===== src/puac_ram.sv =====
module puac_ram #(
  parameter int WIDTH = 64,
  parameter int DEPTH = 64
) (
  input  logic                     clk,
  input  logic                     we,
  input  logic [$clog2(DEPTH)-1:0] waddr,
  input  logic [WIDTH-1:0]         wdata,
  input  logic                     re,
  input  logic [$clog2(DEPTH)-1:0] raddr,
  output logic [WIDTH-1:0]         rdata
);

  logic [WIDTH-1:0] mem [DEPTH];

  always_ff @(posedge clk) begin
    if (we) begin
      mem[waddr] <= wdata;
    end
    if (re) begin
      rdata <= mem[raddr];
    end
  end

endmodule


===== config.mk =====
export PLATFORM = sky130hd
export DESIGN_NAME = puac_ram
export DESIGN_NICKNAME = d
export VERILOG_FILES = /design/src/puac_ram.sv
export SDC_FILE = /design/constraint.sdc
export NUM_CORES = 2
export LEC_CHECK = 0
export BUFFER_PORTS_ARGS = -buffer_cell sky130_fd_sc_hd__buf_2
export CAP_MARGIN = 5
export CORE_ASPECT_RATIO = 0.5
export CORE_UTILIZATION = 45
export DETAILED_ROUTE_END_ITERATION = 8
export PLACE_DENSITY_LB_ADDON = 0.08
export SYNTH_ARGS = -nofsm -noshare
export SYNTH_HDL_FRONTEND = slang
export SYNTH_SLANG_ARGS = --single-unit

===== constraint.sdc =====
create_clock -name clk -period 8.5 [get_ports clk]
set_clock_uncertainty 0.05 [all_clocks]
set_input_delay 1.7 -clock clk [delete_from_list [all_inputs] [get_ports clk]]
set_output_delay 1.7 -clock clk [all_outputs]
set_load 0.05 [all_outputs]

==> summary.md <==
| Metric | Value |
|---|---|
| Final Max Slew Viols | `0` |
| Worst slew pin tran | `1340 ps` |
| DRC | `0` |
| Clock group share of total power | `0.399` |
| Area Overhead vs Synth | `12.1%` |
| Commonest non-fill, non-tap cell in the layout | `edfxtp_1` |
| PostCTS Resize Cnt | `0` |
| Syn nets | `around 6700` |
| Final setup fails | `0` |
| Asr flop ratio synth | `0` |
| Dpl cells | `11200` |
| Number of enable flip-flop cells after synthesis | `4160` |
| Status | `complete, no violations` |
| Pleak | `54.1 nW` |
| P_int | `32.4 mW` |
| Worst skew pair latency | `950 ps` |
| Leading area contributor after synthesis | `edfxtp_1` |
| Longest Clk Path Bufs | `4` |
| Pwr Total | `41.4 mW` |
| Top cell type's share of synthesized area | `0.796` |
| VDD IR-drop max | `0.163 mV` |
| Sw Share | `0.217` |
| Tot GR Track Use | `0.271` |
| Largest net degree at the start of global routing | `112` |
| Core area | `0.345 mm²` |
| Post-synthesis cell type count | `32` |
| Worst-path clk slew | `70 ps` |
| YS warnings | `0` |
| Site Rows | `152` |
| Vias/cell | `roughly 6.5` |
| Die height | `420 µm` |
| RSZ-0062 raised after global routing | `false` |
| Number of global-route vias before repair | `approximately 77000` |
| Critical path type | `in -> reg` |
| Initial antenna violation count | `54` |
| Post-DP Area | `0.164 mm²` |
| Startpoint types | `input pin` |
| Chip Width | `837 µm` |
| Endpoints failing hold | `0` |
| Final instance area | `0.176 mm²` |
| CP Max Fanout | `21` |
| Root Driver | `clkbuf_16` |
| Critical Path RT | `9140 ps` |
| Synthesized cell area | `0.157 mm²` |
| Logic pwr share | `0.049` |
| Final Cycle Share | `0.524` |
| Sum Neg Setup Slack | `0 ps` |
| Sink Count | `4160` |
| NetSw | `9.00 mW` |
| Yosys reg bits | `4160` |
| Num CTS Buffers | `371` |
| Max-cap violation count | `0` |
| Final WS setup | `4050 ps` |
| Synth area leaders | `edfxtp_1 80%, mux4_2 15%, mux2i_1 0.86%, a22oi_1 0.80%, buf_2 0.54%` |
| Most frequent cells in the layout | `4160 x edfxtp_1, 1024 x mux4_2, 382 x clkbuf_16` |
| Crit path capture type | `flip-flop` |
| Post-DR wirelength/cell | `40.3 µm` |
| CTS Hold Bufs | `0` |
| Main synth FF type | `edfxtp_1` |
| Syn Area/Cell | `23.8 µm²` |
| Port bufs | `between 100 and 150` |
| Tmin final | `4450 ps` |
| Die footprint | `0.351 mm²` |
| Post-synthesis cell count | `6598` |
| Sequential share of the synthesized area | `0.796` |
| CP arrival | `5090 ps` |
| H-tree Lvls | `5` |
| Core Util, Final | `0.510` |
| Drt first pass iters | `5` |
| GPL Wtd Cong | `between 0.7 and 0.8` |
| Sequential Power Share | `0.552` |
| Pwr/cell area | `235 mW/mm²` |
| Worst slew margin | `0.106` |
| Final #Nets | `7034` |
| Starting Density | `0.455` |
| CTS tree | `built` |
| Fin cells | `about 12000` |
| First-pass GRT wire length | `~650 mm` |
| Fmax | `0.225 GHz` |
| Share of cells above drive strength 1 | `0.274` |
| Routed vias | `77300` |
| Final wirelength | `479 mm` |
| Worst hold path type | `reg -> reg` |
| I/O Pins | `143` |
| Setup Fix Bufs, Post-CTS | `0` |
| Grt total ovfl | `0` |
| Initial DRC count | `11500` |
| Post-DRT Antenna Nets | `0` |
| Post-DP HPWL | `253 mm` |
| Worst hold slack | `roughly 870 ps` |
| Setup Slack @ Placement | `3100 ps` |
[power by group through the flow]
stage	clock network [mW]	logic (mW)	registers [mW]
final	16.5	2.03	22.8
after global routing	17.5	2.14	22.8
after CTS	16.7	2.05	22.9
after detailed placement	0	2.04	23.3
after global placement	0	2.00	23.3
after floorplan	0	1.06	23.3
[synth_stat cells (20+ instances only)]
library cell	n
buf_1	20
nand3_1	45
buf_2	170
or3_1	29
a211oi_1	63
a22oi_1	168
nor2b_1	28
edfxtp_1	4160
clkbuf_1	140
and3_1	64
mux2i_1	135
nor2_1	112
a41oi_1	26
or2_2	28
buf_4	34
o22ai_1	83
nand2_1	58
a22o_1	88
mux4_2	1024
o221ai_1	38
[path summary, 6_finish.rpt]
| kind | startpoint | end | slack (ps) | cells past startpoint |
|---|---|---|---|---|
| max | raddr[3] | rdata[39] | 4050 | 7 |
| min | mem[38][44] | rdata[44] | 870 | 4 |
| max reg2reg | mem[10][0] | rdata[0] | 6090 | 5 |
| min reg2reg | mem[38][44] | rdata[44] | 870 | 4 |
[worst max-delay path, cell delays in order]
cell and delay (ps):
buf_2 800, nor2b_4 800, buf_4 440, buf_4 430
a22oi_1 150, and3_1 230, a211oi_1 440
[cells by family after synthesis]
group / share of synthesized area
DFF: 0.796
buffers and inverters: 0.0118
muxes: 0.156
and+or+nand+nor: 0.0123
AOI/OAI and AO/OA: 0.0247
[registers in the layout, indices dropped and copies added (netlist names)]
| signal | flops |
|---|---|
| mem | 4096 |
| rdata | 64 |
[cell type report]
cell class / instances / area [µm²]
Antenna cell: 35 / 87.6
Clock inverter: 205 / 1630
Multi-Input combinational cell: 2049 / 30800
Inverter: 19 / 71.3
Tap cell: 4620 / 5780
Sequential cell: 4160 / 125000
Fill cell: 26800 / 169000
Clock buffer: 456 / 9840
Timing Repair Buffer: 354 / 2840
[routing by layer]
metal / GRT usage / vias up / routed length (µm)
met5: 0 / - / 169
met4: 0.0558 / 28 / 10400
met3: 0.0568 / 661 / 47200
met2: 0.409 / 4058 / 216000
met1: 0.414 / 43300 / 206000
li1: - / 29300 / -
No activity file was read; power rests on OpenSTA's default activity.
