### config.mk
export PLATFORM = sky130hd
export DESIGN_NAME = puac_calc
export DESIGN_NICKNAME = d
export VERILOG_FILES = /design/src/puac_pkg.sv /design/src/puac_calc.sv
export SDC_FILE = /design/constraint.sdc
export NUM_CORES = 1
export LEC_CHECK = 0
export ABC_AREA = 0
export BUFFER_PORTS_ARGS = -buffer_cell sky130_fd_sc_hd__buf_2
export CORE_ASPECT_RATIO = 0.6
export CORE_UTILIZATION = 40
export DETAILED_ROUTE_END_ITERATION = 6
export GPL_TIMING_DRIVEN = 0
export PLACE_DENSITY = 0.75
export SLEW_MARGIN = 20
export SYNTH_ARGS = -nofsm -noshare
export SYNTH_HDL_FRONTEND = slang
export SYNTH_SLANG_ARGS = --single-unit
export TNS_END_PERCENT = 100
### constraint.sdc
create_clock -name vclk -period 17.5
set_clock_uncertainty 0.1 [all_clocks]
set_input_delay 3.5 -clock vclk [all_inputs]
set_output_delay 3.5 -clock vclk [all_outputs]
set_load 0.01 [all_outputs]
### src/puac_pkg.sv
package puac_pkg;

  localparam int ID_W        = 10;
  localparam int CNT_W       = 32;
  localparam int IN_TDATA_W  = 48;
  localparam int OUT_TDATA_W = 136;

  typedef enum logic [1:0] {
    OP_INC = 2'd0,
    OP_DEC = 2'd1,
    OP_CLR = 2'd2,
    OP_QRY = 2'd3
  } op_t;

  // Counts of one entry together with the totals
  typedef struct packed {
    logic             rejected;
    logic [CNT_W-1:0] all_peak;
    logic [CNT_W-1:0] all_used;
    logic [CNT_W-1:0] peak;
    logic [CNT_W-1:0] used;
  } acct_t;

endpackage

### src/puac_calc.sv
module puac_calc (
  input  puac_pkg::op_t                 op,
  input  logic [puac_pkg::CNT_W-1:0]    amt,
  input  puac_pkg::acct_t               cur,
  output puac_pkg::acct_t               nxt
);

  always_comb begin
    logic [puac_pkg::CNT_W:0] u_sum;
    logic [puac_pkg::CNT_W:0] t_sum;
    u_sum = {1'b0, cur.used} + {1'b0, amt};
    t_sum = {1'b0, cur.all_used} + {1'b0, amt};
    nxt = cur;
    nxt.rejected = 1'b0;
    unique case (op)
      puac_pkg::OP_INC: begin
        // saturate at all ones on carry out
        nxt.used     = u_sum[puac_pkg::CNT_W] ? '1 : u_sum[puac_pkg::CNT_W-1:0];
        nxt.all_used = t_sum[puac_pkg::CNT_W] ? '1 : t_sum[puac_pkg::CNT_W-1:0];
        nxt.peak     = (nxt.used > cur.peak) ? nxt.used : cur.peak;
        nxt.all_peak = (nxt.all_used > cur.all_peak) ? nxt.all_used : cur.all_peak;
      end
      puac_pkg::OP_DEC: begin
        if (cur.used < amt) begin
          nxt.rejected = 1'b1;
        end else begin
          nxt.used     = cur.used - amt;
          // total may lag the entries after saturation or a clear
          nxt.all_used = (cur.all_used < amt) ? '0 : cur.all_used - amt;
        end
      end
      puac_pkg::OP_CLR: begin
        nxt.used = '0;
        nxt.peak = '0;
      end
      puac_pkg::OP_QRY: begin
      end
    endcase
  end

endmodule

==> summary.txt <==
Status
  • Status: completed

Synth
  • Post-synth top cells: ha_1, inv_1, nand2_1, nor2_1, a21oi_1
  • Syn Nets: 1932
  • Synth Warn #: 0
  • Gate Count Post-Synth: 1573
  • Distinct cells, synth: 79
  • Top post-synthesis cells by area: ha_1, xnor2_1, a21oi_1
  • Share of the synthesized area in the top cell type: 0.230
  • Netlist Area Pre-Place: 0.0105 mm^2
  • Cell with the most instances after synthesis: ha_1
  • Post-synthesis sequential area ratio: 0
  • Mapped Avg Cell Area: 6.65 um^2
  • Cell taking the most area after synthesis: ha_1

Pwr
  • Switching pwr: 357 uW
  • Pwr Density: 47.1 mW/mm^2
  • Sw frac: 0.613
  • Clk pwr share: 0
  • Gate power share: 1.000
  • Register share of total power: 0
  • Leakage: 0.00618 uW
  • VDD IR max: 0.0180 mV
  • Pint: 225 uW

Global route
  • Global route total overflow: 0
  • Vias in the first global route: 11900
  • Tot GR Track Use: 0.331
  • Largest net degree at the start of global routing: 11
  • First-pass GRT wire length: 69.3 mm
  • Initial antenna violation count: 7

Run
  • Max Cap Viol: 0

Floorplanning
  • Starting density of the core: 0.410
  • Die width: 211 um
  • Die height: 127 um
  • Core Area: 0.0255 mm^2
  • Die area: 0.0268 mm^2
  • I/O pins: 292
  • Row count: 45

Timing
  • # setup viols final: 0
  • Setup WS post-layout: 3370 ps
  • Fin crit period: 14130 ps
  • Relative slew margins: 0.298
  • WHS: 7210 ps
  • Fin Setup TNS: 0 ps
  • Slew Viols, Final: 0
  • Hold Fails Final Rpt: 0
  • RSZ-0062 raised after global routing: false
  • Final period util: 0.807
  • Fmax: 0.0708 GHz
  • Worst-Margin Slew: 1050 ps

Layout
  • FFs & Latches: 0
  • Post-route cell area: 0.0124 mm^2
  • Final-layout clock buffer total: 0
  • Layout Cells excl Fill: 2218
  • Share of cells above drive strength 1: 0.198
  • Area Overhead vs Synth: 18.1%
  • Register area: 0 um^2
  • # nets final: 2224

Critical path
  • CP Capture Type: output pin
  • Cell repeated most along the worst path: inv_1
  • Slowest CP cell: o21ai_1
  • Peak fanout along the critical path: 10
  • Worst EP arrival: 10530 ps
  • Setup crit start kind: input pin
  • Critical path's largest stage delay: 760 ps
  • CP Class: input pin to output pin
  • Critical Path RT: 13900 ps

Routing
  • Drt total wl: 46.1 mm
  • DR pass1 iterations: 5
  • Total number of vias: 13100
  • Drt via density: 5.91
  • Initial detailed-routing violation count: 1495
  • Post-route DRC: 0
  • Final ANT Viol Nets: 0
  • Wire per inst: 20.8 um

Placed design
  • Placer Congestion: 1.00
  • DP Area: 0.0124 mm^2
  • Cell Count Post-Placement: 2215
  • I/O Buffers: 290
  • DPL Wire Length: 39.6 mm
  • Pre-CTS WS: 3660 ps

Clocking
  • Post CTS Setup Buffer Count: 0
  • Cts repair resizes: 0
  • CTS Hold Bufs: 0

Hold path
  • Hold path depth: 4
  • Worst min-delay path class: input pin to output pin
==> critical path, delay by kind of cell <==
family	cells	cell delay [ps]
buf+inv	9	1930
simple gates	6	1020
fa+ha+maj	2	600
compound gates	10	3440
==> routing by layer <==
layer  track usage  part of all wire
met1         0.508              0.49
met2         0.481              0.39
met3        0.0474              0.10
met4        0.0673             0.021
met5             0            0.0011
==> per-stage QoR <==
step                      total power, uW  utilization
after floorplan                       381            -
after global placement                560        0.485
after detailed placement              567        0.485
after CTS                             571        0.485
after global routing                  638        0.485
final                                 582        0.485
==> path summary, 6_finish.rpt <==
path	start	end	slack, ps
max	amt[5]	nxt[61]	3370
min	cur[55]	nxt[55]	7210
==> cell families after synthesis <==
kind of cell | synth area share
mux | 0.00383
buf+inv | 0.0974
simple gates | 0.212
compound gates | 0.365
fa+ha+maj | 0.237
xor+xnor | 0.0845
==> power groups by stage <==
| stage | Combinational [uW] | Clock, uW | Sequential, uW |
|---|---|---|---|
| detailed placement | 567 | 0 | 0 |
| global route | 638 | 0.0000153 | 0 |
| CTS | 571 | 0 | 0 |
| floorplan | 381 | 0 | 0 |
| finish | 582 | 0.0000230 | 0 |
| global placement | 560 | 0 | 0 |
==> cell usage in the layout (no fill, tap or decap), types with 6 or more instances in the layout <==
| cell | synthesis | routed |
|---|---|---|
| buf_2 | 26 | 316 |
| ha_1 | 192 | 192 |
| inv_1 | 161 | 161 |
| nand2_1 | 151 | 151 |
| nor2_1 | 143 | 143 |
| a21oi_1 | 139 | 139 |
| o21ai_0 | 96 | 96 |
| xnor2_1 | 90 | 90 |
| clkbuf_1 | 47 | 47 |
| a221o_1 | 40 | 40 |
| a21o_1 | 35 | 35 |
| nor2b_1 | 32 | 32 |
| a22o_1 | 29 | 29 |
| o21bai_1 | 27 | 27 |
| nand3_1 | 27 | 27 |
| nor3_1 | 26 | 26 |
| nand2b_1 | 23 | 23 |
| o31ai_1 | 16 | 16 |
| o21a_1 | 16 | 16 |
| nand4_1 | 16 | 16 |
| a31oi_1 | 15 | 15 |
| a211oi_1 | 13 | 13 |
| a22oi_1 | 13 | 13 |
| o211ai_1 | 12 | 12 |
| and2_1 | 12 | 12 |
| nor4_1 | 12 | 12 |
| xor2_1 | 11 | 11 |
| or2_2 | 9 | 9 |
| or3_1 | 8 | 8 |
| buf_1 | 7 | 7 |
| or4_1 | 7 | 7 |
| a211o_1 | 7 | 7 |
| o31a_1 | 6 | 6 |
| a221oi_1 | 6 | 6 |
| o41ai_1 | 6 | 6 |
==> cell type report <==
cell class	instances	area, um^2
Tap cell	352	440
Fill cell	2800	13100
Multi-Input combinational cell	1323	9450
Antenna cell	3	7.51
Buffer	88	412
Timing Repair Buffer	290	1450
Inverter	162	608
Power figures use the tool's default switching activity.
